--- src/design/assert_macros.svh ---
`ifndef ASSERT_MACROS_SVH
`define ASSERT_MACROS_SVH

// same-cycle implication, checked on clk, off during reset
`define SHC_ASSERT_NOW(label, ante, cons, msg) \
  label: assert property (@(posedge clk) disable iff (!rst_n) (ante) |-> (cons)) \
    else $error(msg);

// next-cycle implication, checked on clk, off during reset
`define SHC_ASSERT_NEXT(label, ante, cons, msg) \
  label: assert property (@(posedge clk) disable iff (!rst_n) (ante) |=> (cons)) \
    else $error(msg);

`endif

--- src/design/shc_pkg.sv ---
package shc_pkg;

  typedef enum logic [1:0] {
    OP_SAMPLE = 2'd0,
    OP_BUTTON = 2'd1,
    OP_SAFETY = 2'd2,
    OP_TIMER  = 2'd3
  } op_t;

  typedef enum logic [1:0] {
    LVL_OFF  = 2'd0,
    LVL_LOW  = 2'd1,
    LVL_MED  = 2'd2,
    LVL_HIGH = 2'd3
  } level_t;

  localparam int unsigned CfgAddrW = 5;

  localparam logic [2:0] REG_MAX_TEMP      = 3'd0;
  localparam logic [2:0] REG_MIN_TEMP      = 3'd1;
  localparam logic [2:0] REG_SHUTDOWN_TEMP = 3'd2;
  localparam logic [2:0] REG_HYSTERESIS    = 3'd3;
  localparam logic [2:0] REG_HIGH_MARGIN   = 3'd4;
  localparam logic [2:0] REG_LOCKOUT_MS    = 3'd5;
  localparam logic [2:0] REG_PWM_PERIOD    = 3'd6;

  localparam logic [6:0]  MAX_TEMP_RST      = 7'd45;
  localparam logic [6:0]  MIN_TEMP_RST      = 7'd15;
  localparam logic [6:0]  SHUTDOWN_TEMP_RST = 7'd50;
  localparam logic [3:0]  HYSTERESIS_RST    = 4'd2;
  localparam logic [4:0]  HIGH_MARGIN_RST   = 5'd5;
  localparam logic [15:0] LOCKOUT_MS_RST    = 16'd200;
  localparam logic [15:0] PWM_PERIOD_RST    = 16'd6250;

  localparam logic [5:0] TARGET_25 = 6'd25;
  localparam logic [5:0] TARGET_30 = 6'd30;
  localparam logic [5:0] TARGET_35 = 6'd35;

  // sensor transfer: 1475*4096 - 2475*code, 20480 counts per degree
  localparam logic signed [25:0] TEMP_OFFSET = 26'sd6041600;
  localparam logic [11:0]        TEMP_SLOPE  = 12'd2475;

  // whole degrees to 20480 counts per degree: deg*5*4096
  function automatic logic signed [25:0] deg_scale(input logic [6:0] deg);
    logic [25:0] d;
    d = {19'd0, deg};
    return $signed((d << 14) + (d << 12));
  endfunction

  function automatic logic [5:0] target_for(input level_t lvl);
    logic [5:0] t;
    case (lvl)
      LVL_OFF:  t = TARGET_25;
      LVL_LOW:  t = TARGET_30;
      LVL_MED:  t = TARGET_35;
      LVL_HIGH: t = TARGET_25;
      default:  t = TARGET_25;
    endcase
    return t;
  endfunction

endpackage

--- src/design/seat_heater_controller.sv ---
// Seat heater controller. One event item per clock is accepted on the in_ channel and
// gives exactly one result item on the out_ channel: the input register is loaded
// first, then the controller state and the result register are updated together
// in one pass of compare and small multiply logic, so the sustained rate is
// one item per cycle whenever out_stall is low. Results show the state after the event:
// level, PWM pulse width (a quarter step of pwm_period), power, lamps, override and
// target. Registers sit on the APB port at byte addresses 0x00 (max_temp), 0x04
// (min_temp), 0x08 (shutdown_temp), 0x0C (hysteresis), 0x10 (high_margin), 0x14
// (lockout_ms) and 0x18 (pwm_period); write them only while no item is in flight.
`include "assert_macros.svh"

module seat_heater_controller (
  input  logic                         clk,
  input  logic                         rst_n,
  // input channel
  input  logic                         in_valid,
  output logic                         in_stall,
  input  logic [1:0]                   in_op,
  input  logic [11:0]                  in_adc_code,
  input  logic                         in_power_pin,
  input  logic                         in_level_pin,
  input  logic [31:0]                  in_now_ms,
  // result channel
  output logic                         out_valid,
  input  logic                         out_stall,
  output logic [1:0]                   out_heat_level,
  output logic [15:0]                  out_pulse_width,
  output logic                         out_pwm_written,
  output logic                         out_power_state,
  output logic                         out_heating_lamp,
  output logic                         out_fault_lamp,
  output logic                         out_override_state,
  output logic [5:0]                   out_target_degrees,
  // configuration
  input  logic                         psel,
  input  logic                         penable,
  input  logic                         pwrite,
  input  logic [shc_pkg::CfgAddrW-1:0] paddr,
  input  logic [31:0]                  pwdata,
  output logic [31:0]                  prdata,
  output logic                         pready
);

  // configuration registers
  logic [6:0]  max_temp_r, min_temp_r, shutdown_temp_r;
  logic [3:0]  hysteresis_r;
  logic [4:0]  high_margin_r;
  logic [15:0] lockout_ms_r, pwm_period_r;
  logic        cfg_wr;
  logic [2:0]  cfg_idx;

  assign pready  = 1'b1;
  assign cfg_idx = paddr[4:2];
  assign cfg_wr  = psel && penable && pwrite;

  always_ff @(posedge clk) begin
    if (!rst_n) begin
      max_temp_r      <= shc_pkg::MAX_TEMP_RST;
      min_temp_r      <= shc_pkg::MIN_TEMP_RST;
      shutdown_temp_r <= shc_pkg::SHUTDOWN_TEMP_RST;
      hysteresis_r    <= shc_pkg::HYSTERESIS_RST;
      high_margin_r   <= shc_pkg::HIGH_MARGIN_RST;
      lockout_ms_r    <= shc_pkg::LOCKOUT_MS_RST;
      pwm_period_r    <= shc_pkg::PWM_PERIOD_RST;
    end else if (cfg_wr) begin
      case (cfg_idx)
        shc_pkg::REG_MAX_TEMP:      max_temp_r      <= pwdata[6:0];
        shc_pkg::REG_MIN_TEMP:      min_temp_r      <= pwdata[6:0];
        shc_pkg::REG_SHUTDOWN_TEMP: shutdown_temp_r <= pwdata[6:0];
        shc_pkg::REG_HYSTERESIS:    hysteresis_r    <= pwdata[3:0];
        shc_pkg::REG_HIGH_MARGIN:   high_margin_r   <= pwdata[4:0];
        shc_pkg::REG_LOCKOUT_MS:    lockout_ms_r    <= pwdata[15:0];
        shc_pkg::REG_PWM_PERIOD:    pwm_period_r    <= pwdata[15:0];
        default: ;
      endcase
    end
  end

  always_comb begin
    case (cfg_idx)
      shc_pkg::REG_MAX_TEMP:      prdata = {25'd0, max_temp_r};
      shc_pkg::REG_MIN_TEMP:      prdata = {25'd0, min_temp_r};
      shc_pkg::REG_SHUTDOWN_TEMP: prdata = {25'd0, shutdown_temp_r};
      shc_pkg::REG_HYSTERESIS:    prdata = {28'd0, hysteresis_r};
      shc_pkg::REG_HIGH_MARGIN:   prdata = {27'd0, high_margin_r};
      shc_pkg::REG_LOCKOUT_MS:    prdata = {16'd0, lockout_ms_r};
      shc_pkg::REG_PWM_PERIOD:    prdata = {16'd0, pwm_period_r};
      default:                    prdata = 32'd0;
    endcase
  end

  // input register and handshake
  logic            s1_valid_r;
  shc_pkg::op_t    s1_op_r;
  logic [11:0]     s1_code_r;
  logic            s1_ppin_r, s1_lpin_r;
  logic [31:0]     s1_now_r;
  logic            out_valid_r;
  logic            s1_adv, in_acc;

  assign s1_adv   = s1_valid_r && (!out_valid_r || !out_stall);
  assign in_stall = s1_valid_r && !s1_adv;
  assign in_acc   = in_valid && !in_stall;

  always_ff @(posedge clk) begin
    if (!rst_n) begin
      s1_valid_r <= 1'b0;
    end else if (!in_stall) begin
      s1_valid_r <= in_valid;
    end
  end

  always_ff @(posedge clk) begin
    if (in_acc) begin
      s1_op_r   <= shc_pkg::op_t'(in_op);
      s1_code_r <= in_adc_code;
      s1_ppin_r <= in_power_pin;
      s1_lpin_r <= in_level_pin;
      s1_now_r  <= in_now_ms;
    end
  end

  // controller state
  logic                  power_r, power_nxt;
  shc_pkg::level_t       level_r, level_nxt;
  logic [5:0]            target_r, target_nxt;
  logic                  override_r, override_nxt;
  logic                  fault_r, fault_nxt;
  logic signed [23:0]    temp_r, temp_nxt;
  logic                  ppin_prev_r, ppin_prev_nxt;
  logic                  lpin_prev_r, lpin_prev_nxt;
  logic [31:0]           ppress_r, ppress_nxt;
  logic [31:0]           lpress_r, lpress_nxt;
  logic [15:0]           pulse_r, pulse_nxt;
  logic                  wrote_r, wrote_nxt;

  logic [23:0]           slope_prod;
  logic signed [25:0]    temp_new, temp_ext, gap;
  logic signed [25:0]    th_high, th_med;
  logic [5:0]            hm_sum;
  shc_pkg::level_t       lvl_calc;
  logic [17:0]           pw_prod;
  logic [31:0]           pdiff, ldiff;
  logic                  ppress_ok, lpress_ok, found;

  always_comb begin
    slope_prod = 24'(s1_code_r) * 24'(shc_pkg::TEMP_SLOPE);
    temp_new   = shc_pkg::TEMP_OFFSET - $signed({2'b00, slope_prod});
    temp_ext   = 26'(temp_r);
    gap        = shc_pkg::deg_scale({1'b0, target_r}) - temp_new;
    hm_sum     = 6'(hysteresis_r) + 6'(high_margin_r);
    th_high    = shc_pkg::deg_scale({1'b0, hm_sum});
    th_med     = shc_pkg::deg_scale({3'd0, hysteresis_r});

    if (!power_r || override_r) begin
      lvl_calc = shc_pkg::LVL_OFF;
    end else if (gap > th_high) begin
      lvl_calc = shc_pkg::LVL_HIGH;
    end else if (gap > th_med) begin
      lvl_calc = shc_pkg::LVL_MED;
    end else if (gap > 26'sd0) begin
      lvl_calc = shc_pkg::LVL_LOW;
    end else begin
      lvl_calc = shc_pkg::LVL_OFF;
    end
    // quarter steps of the period: 0, 1/4, 1/2, 3/4
    pw_prod = 18'(pwm_period_r) * 18'(lvl_calc);

    pdiff     = s1_now_r - ppress_r;
    ldiff     = s1_now_r - lpress_r;
    ppress_ok = !s1_ppin_r && ppin_prev_r && (pdiff > {16'd0, lockout_ms_r});

    power_nxt     = power_r;
    level_nxt     = level_r;
    target_nxt    = target_r;
    override_nxt  = override_r;
    fault_nxt     = fault_r;
    temp_nxt      = temp_r;
    ppin_prev_nxt = ppin_prev_r;
    lpin_prev_nxt = lpin_prev_r;
    ppress_nxt    = ppress_r;
    lpress_nxt    = lpress_r;
    pulse_nxt     = pulse_r;
    wrote_nxt     = 1'b0;
    lpress_ok     = 1'b0;
    found         = 1'b0;

    case (s1_op_r)
      shc_pkg::OP_SAMPLE: begin
        temp_nxt  = temp_new[23:0];
        level_nxt = lvl_calc;
        pulse_nxt = pw_prod[17:2];
        wrote_nxt = 1'b1;
      end
      shc_pkg::OP_BUTTON: begin
        if (ppress_ok) begin
          power_nxt  = !power_r;
          ppress_nxt = s1_now_r;
          if (power_r) begin
            level_nxt = shc_pkg::LVL_OFF;
          end
        end
        ppin_prev_nxt = s1_ppin_r;
        // level press sees the power value after the power press
        lpress_ok = !s1_lpin_r && lpin_prev_r && power_nxt &&
                    (ldiff > {16'd0, lockout_ms_r});
        if (lpress_ok) begin
          target_nxt = shc_pkg::target_for(level_nxt);
          lpress_nxt = s1_now_r;
        end
        lpin_prev_nxt = s1_lpin_r;
      end
      shc_pkg::OP_SAFETY: begin
        if (temp_ext > shc_pkg::deg_scale(max_temp_r)) begin
          found        = 1'b1;
          override_nxt = 1'b1;
        end else if (temp_ext < shc_pkg::deg_scale(min_temp_r) &&
                     level_r != shc_pkg::LVL_OFF) begin
          found = 1'b1;
        end
        if (found != fault_r) begin
          fault_nxt = found;
          if (!found) begin
            override_nxt = 1'b0;
          end
        end
      end
      shc_pkg::OP_TIMER: begin
        if (temp_ext > shc_pkg::deg_scale(shutdown_temp_r)) begin
          power_nxt = 1'b0;
          level_nxt = shc_pkg::LVL_OFF;
          fault_nxt = 1'b1;
        end
      end
      default: ;
    endcase
  end

  always_ff @(posedge clk) begin
    if (!rst_n) begin
      power_r     <= 1'b0;
      level_r     <= shc_pkg::LVL_OFF;
      target_r    <= shc_pkg::TARGET_25;
      override_r  <= 1'b0;
      fault_r     <= 1'b0;
      temp_r      <= 24'sd0;
      ppin_prev_r <= 1'b0;
      lpin_prev_r <= 1'b0;
      ppress_r    <= 32'd0;
      lpress_r    <= 32'd0;
      pulse_r     <= 16'd0;
      wrote_r     <= 1'b0;
      out_valid_r <= 1'b0;
    end else begin
      if (s1_adv) begin
        power_r     <= power_nxt;
        level_r     <= level_nxt;
        target_r    <= target_nxt;
        override_r  <= override_nxt;
        fault_r     <= fault_nxt;
        temp_r      <= temp_nxt;
        ppin_prev_r <= ppin_prev_nxt;
        lpin_prev_r <= lpin_prev_nxt;
        ppress_r    <= ppress_nxt;
        lpress_r    <= lpress_nxt;
        pulse_r     <= pulse_nxt;
        wrote_r     <= wrote_nxt;
        out_valid_r <= 1'b1;
      end else if (!out_stall) begin
        out_valid_r <= 1'b0;
      end
    end
  end

  // result item is the state left by the last event
  assign out_valid          = out_valid_r;
  assign out_heat_level     = level_r;
  assign out_pulse_width    = pulse_r;
  assign out_pwm_written    = wrote_r;
  assign out_power_state    = power_r;
  assign out_heating_lamp   = power_r && (level_r != shc_pkg::LVL_OFF);
  assign out_fault_lamp     = fault_r;
  assign out_override_state = override_r;
  assign out_target_degrees = target_r;

  `SHC_ASSERT_NOW(a_off_no_level, !power_r, level_r == shc_pkg::LVL_OFF,
                  "level set while power off")
  `SHC_ASSERT_NOW(a_target_legal, 1'b1,
                  target_r == shc_pkg::TARGET_25 || target_r == shc_pkg::TARGET_30 ||
                  target_r == shc_pkg::TARGET_35, "target out of set")
  `SHC_ASSERT_NEXT(a_adv_gives_result, s1_adv, out_valid_r,
                   "advanced item produced no result")
  `SHC_ASSERT_NOW(a_stall_needs_item, in_stall, s1_valid_r && out_valid_r && out_stall,
                  "input stalled without a blocked item")

endmodule

--- config.mk ---
export PLATFORM = sky130hd
export DESIGN_NAME = seat_heater_controller
export DESIGN_NICKNAME = d
export VERILOG_FILES = /design/src/design/shc_pkg.sv /design/src/design/seat_heater_controller.sv
export VERILOG_INCLUDE_DIRS = /design/src /design/src/design
export SDC_FILE = /design/constraint.sdc
export NUM_CORES = 1
export LEC_CHECK = 0
export ABC_AREA = 1
export BUFFER_PORTS_ARGS = -buffer_cell sky130_fd_sc_hd__buf_2
export CAP_MARGIN = 20
export CORE_MARGIN = 2
export CORE_UTILIZATION = 54
export DETAILED_ROUTE_END_ITERATION = 12
export GPL_TIMING_DRIVEN = 0
export PLACE_DENSITY = 0.78
export SLEW_MARGIN = 40
export SYNTH_ARGS = -nofsm -noshare
export SYNTH_HDL_FRONTEND = slang
export SYNTH_SLANG_ARGS = --single-unit
--- constraint.sdc ---
create_clock -name clk -period 9.49 [get_ports clk]
set_input_delay 0.4745 -clock clk [delete_from_list [all_inputs] [get_ports clk]]
set_output_delay 0.4745 -clock clk [all_outputs]
set_load 0.02 [all_outputs]
==> flow_results.org <==
** Status
- The flow ran to the end, and the final reports show no timing, DRC or antenna violations.

** STA
- Worst-case headroom to the max-slew limit :: 34.6%
- After layout, the worst setup slack is 0.370 ns.
- Worst Hold Margin :: 0.0515 ns
- Final Hold Vio Count :: 0
- The total count of max-transition violations in the final report was 0.
- For the final database, setup skew stands at 0.0263 ns.
- Of the available clock period, the critical path in the final layout requires 96.1%.
- For the pin with the worst max-slew slack, the measured transition is 0.977 ns.
- Counting I/O delays and the setup requirement, the final critical path takes 9.12 ns.
- Setup violations remaining at the end of the flow were counted as 0.
- Highest achievable clock rate :: 0.110 GHz

** Place
- Summed over all nets, the half-perimeter wirelength after detailed placement is 48300 um.
- Port buffering added 119 buffers.
- Placer congestion estimate :: 0.947
- After detailed placement, the total cell area comes to 21900 sq um.
- Prior to clock tree synthesis, the placed netlist has a worst setup slack of -1.05 ns.

** Synthesis
- Cell count after synthesis :: 2822
- Number of storage elements in the synthesis netlist :: 229
- Averaged over all synthesized cells, the footprint is 7.29 sq um.
- Cell area after synthesis :: 20600 sq um
- Dominant cells by area after synthesis :: sky130_fd_sc_hd__dfxtp_1 (18%), sky130_fd_sc_hd__ha_1 (18%), sky130_fd_sc_hd__inv_1 (9.1%)
- In the synthesized netlist the dominant register cell turns out to be sky130_fd_sc_hd__dfxtp_1.
- Async set or reset register ratio after synthesis :: 0%
- Counting distinct cell types in the post-synthesis netlist gives 66.
- YS warnings :: 0
- Portion of synthesized cell area occupied by the leading cell type :: 17.6%
- Cell type with the largest total area after synthesis :: sky130_fd_sc_hd__dfxtp_1
- Portion of the post-synthesis area used by sequential elements :: 24.6%
- Number of enable-type register cells in the synthesized netlist :: 48

** Clock network
- Total of hold buffers inserted after clock tree synthesis :: 0
- TritonCTS clock tree :: built
- The clock reaches the later pin of the worst-skew pair after 0.60 ns.
- Root buffer cell :: sky130_fd_sc_hd__clkbuf_16
- Clock tree synthesis inserted a total of 29 buffers.
- After clock tree synthesis, the clock-pin slew on the worst setup and hold paths is 0.06 ns.
- For this design, the sink count on the clock tree is 229.
- Clock buffer depth :: 3
- CTS built an H-tree with a depth of 1.

** Drt
- After detailed routing, the number of remaining DRC violations is 0.
- Wire length after detailed routing :: 62000 um
- The first TritonRoute pass finished after 6 iterations.
- The detailed router finished its first iteration with 1548 violations.
- Via density per instance :: 5.50
- Summed over all nets, wire length on met2 after detailed routing comes to 27600 um.
- Antenna-violating nets left :: 0
- Routed len/inst :: 17.3 um
- Routed via count :: 19746
- Wire segments on met3 add up to 4700 um in the final route.
- The detailed router put a total of 26600 um of wire on met1.
- Highest signal layer in the routed design :: met5

** Setup path
- Tracing the worst setup path back leads to its startpoint at s1_code_r[6].
- Kind of capture point of the worst setup path :: flip-flop
- Worst EP arrival :: 9.65 ns
- Crit path max-delay cell type :: sky130_fd_sc_hd__fa_1
- The worst register-to-register path begins at s1_code_r[6].
- Crit path max-delay family :: adder cells
- Max FO, Critical Path :: 5
- Worst Path Required :: 10.02 ns
- CP startpoint kind :: flip-flop
- Together, buffers and inverters on the worst path number 10.
- Biggest cell delay along the critical path :: 0.59 ns
- Setup CP Type :: flip-flop to flip-flop

** Global route
- Gr ovfl total :: 0
- Entering global routing, the biggest net connects 44 pins.
- In the global route stage, overall resource usage came out at 30.3%.
- Antenna violations before repair :: 2
- Global-route wire length before repair :: 95400 um
- The number of global-route vias before repair is 19036.

** Floorplanning
- Die Y-Extent :: 199 um
- The initialized floorplan defines 71 standard-cell rows.
- IO Pins :: 156
- The region available for standard cell placement spans 37600 sq um.
- Area enclosed by the die boundary :: 39700 sq um
- Effective utilization at floorplan :: 54.7%
- Width of the die :: 199 um

** Hold path
- Start point of the worst min-delay path :: in_now_ms[11]
- Path category of the worst min-delay check :: input port to flip-flop

** Finish
- The number of antenna diodes in the final layout is 0.
- In the final layout, the multi-input gates occupy 14000 sq um.
- Net count reported at finish :: 3488
- The area growth from synthesis to layout is 17.2%.
- For this run, the share of the core covered by cells in the final layout is 64.2%.
- Footprint of the flip-flops and latches :: 5060 sq um
- Post-layout instance area :: 24100 sq um
- Fill cells in the final layout number 3274.
- Fraction of final layout cells with drive strength greater than 1 :: 15.1%

** Run
- Across the run, the number of max-cap violations was 0.
[logic make-up (layout without fill, tap and decap cells)]
group / Yosys count / in the layout / synth area share [%]
and+or+nand+nor: 968 / 968 / 20.8
buffers and inverters: 590 / 830 / 11.2
AOI/OAI and AO/OA: 584 / 584 / 15.9
adders and majority gates: 342 / 342 / 22.8
DFF: 229 / 229 / 24.6
xor gates and xnor gates: 107 / 107 / 4.59
other: 2 / 17 / 0.0365
[cell usage after synthesis, drive strengths merged (16+ instances only)]
cell type and instances:
nand4 30, o21ai 195, ha 288, inv 516, nand2 437, edfxtp 48, nand3 127, nor3 36
xor2 63, o211ai 29, nor2 281, dfxtp 181, clkbuf 42, a21oi 282, xnor2 44, nand3b 40
o22ai 16, fa 54, buf 29
[final timing paths]
kind,slack (ns),endpoint,cells after the start
worst max-delay path,0.37,out_pulse_width[13],50
worst min-delay path,0.05,s1_now_r[11],1
worst max register to register,0.37,out_pulse_width[13],50
worst min register to register,0.46,ppress_r[3],2
[sequential cells by signal, indices dropped and copies added, names as in the netlist, 2 cells and up]
name,count
lpress_r,32
ppress_r,32
s1_now_r,32
temp_r,24
lockout_ms_r,16
out_pulse_width,16
pwm_period_r,16
s1_code_r,12
max_temp_r,7
min_temp_r,7
shutdown_temp_r,7
high_margin_r,5
out_target_degrees,5
hysteresis_r,4
out_heat_level,2
s1_op_r,2
[what timing repair did]
action	4_1_cts	5_1_grt
gates resized for setup	18	143
buffers inserted	22	45
hold endpoints to repair	0	0
pin swaps	3	73
setup endpoints to repair	4	8
cloned	0	0
[cells in the final DEF (no fill, tap or decap), types with 6 or more instances in the layout]
cell type                   netlist  final
sky130_fd_sc_hd__o21ai_2          2     10
sky130_fd_sc_hd__nor3_1          34     32
sky130_fd_sc_hd__nor2_1         272    265
sky130_fd_sc_hd__buf_2            3    123
sky130_fd_sc_hd__nor4_1          10      9
sky130_fd_sc_hd__edfxtp_1        48     48
sky130_fd_sc_hd__clkbuf_16        0     29
sky130_fd_sc_hd__nor2_2           7     10
sky130_fd_sc_hd__a21o_1           7      7
sky130_fd_sc_hd__o22ai_1         16     16
sky130_fd_sc_hd__nand3_1        118    113
sky130_fd_sc_hd__o21bai_1        12     11
sky130_fd_sc_hd__dfxtp_1        181    181
sky130_fd_sc_hd__xnor2_1         44     40
sky130_fd_sc_hd__o21ai_1         12     13
sky130_fd_sc_hd__a221oi_1         8      7
sky130_fd_sc_hd__clkinv_2         0      8
sky130_fd_sc_hd__nand3_2          9     11
sky130_fd_sc_hd__o211ai_1        27     27
sky130_fd_sc_hd__nor2_4           2      6
sky130_fd_sc_hd__clkbuf_1        42     41
sky130_fd_sc_hd__nand3b_1        40     40
sky130_fd_sc_hd__nand4_1         29     29
sky130_fd_sc_hd__fa_1            54     50
sky130_fd_sc_hd__a211oi_1         6      6
sky130_fd_sc_hd__inv_2           19     25
sky130_fd_sc_hd__inv_1          497    489
sky130_fd_sc_hd__nand2_4          1      8
sky130_fd_sc_hd__a21oi_2          7     23
sky130_fd_sc_hd__o21ai_0        181    171
sky130_fd_sc_hd__a21oi_1        274    255
sky130_fd_sc_hd__xor2_1          62     57
sky130_fd_sc_hd__nand2_1        408    388
sky130_fd_sc_hd__conb_1           2     17
sky130_fd_sc_hd__ha_4             0     20
sky130_fd_sc_hd__ha_1           288    264
sky130_fd_sc_hd__nand2_2         28     39
sky130_fd_sc_hd__buf_4           18     83
[per-stage QoR]
step / instances / TNS (ns)
global route: 3588 / -0.270
finish: 3588 / 0
detailed placement: 3468 / -2.62
global placement: 3467 / -2.05
floorplan: 2837 / 0
CTS: 3543 / 0
[routing by layer]
metal / up-vias / global-route usage [%]
met5: - / 0
met4: 2 / 13.1
met3: 177 / 4.86
met2: 761 / 49.4
met1: 9087 / 39.8
li1: 9719 / -
[area by class of cell]
type,instances,area share [%]
Buffer,70,1.49
Clock buffer,32,3.10
Clock inverter,22,1.00
Timing Repair Buffer,187,4.67
Inverter,519,8.12
Sequential cell,229,21.0
Multi-Input combinational cell,2018,58.0
Tap cell,511,2.65
Power is left out: the tool's default activity adds up to more than one toggle a clock period on the data nets, which glitch-free logic cannot reach.
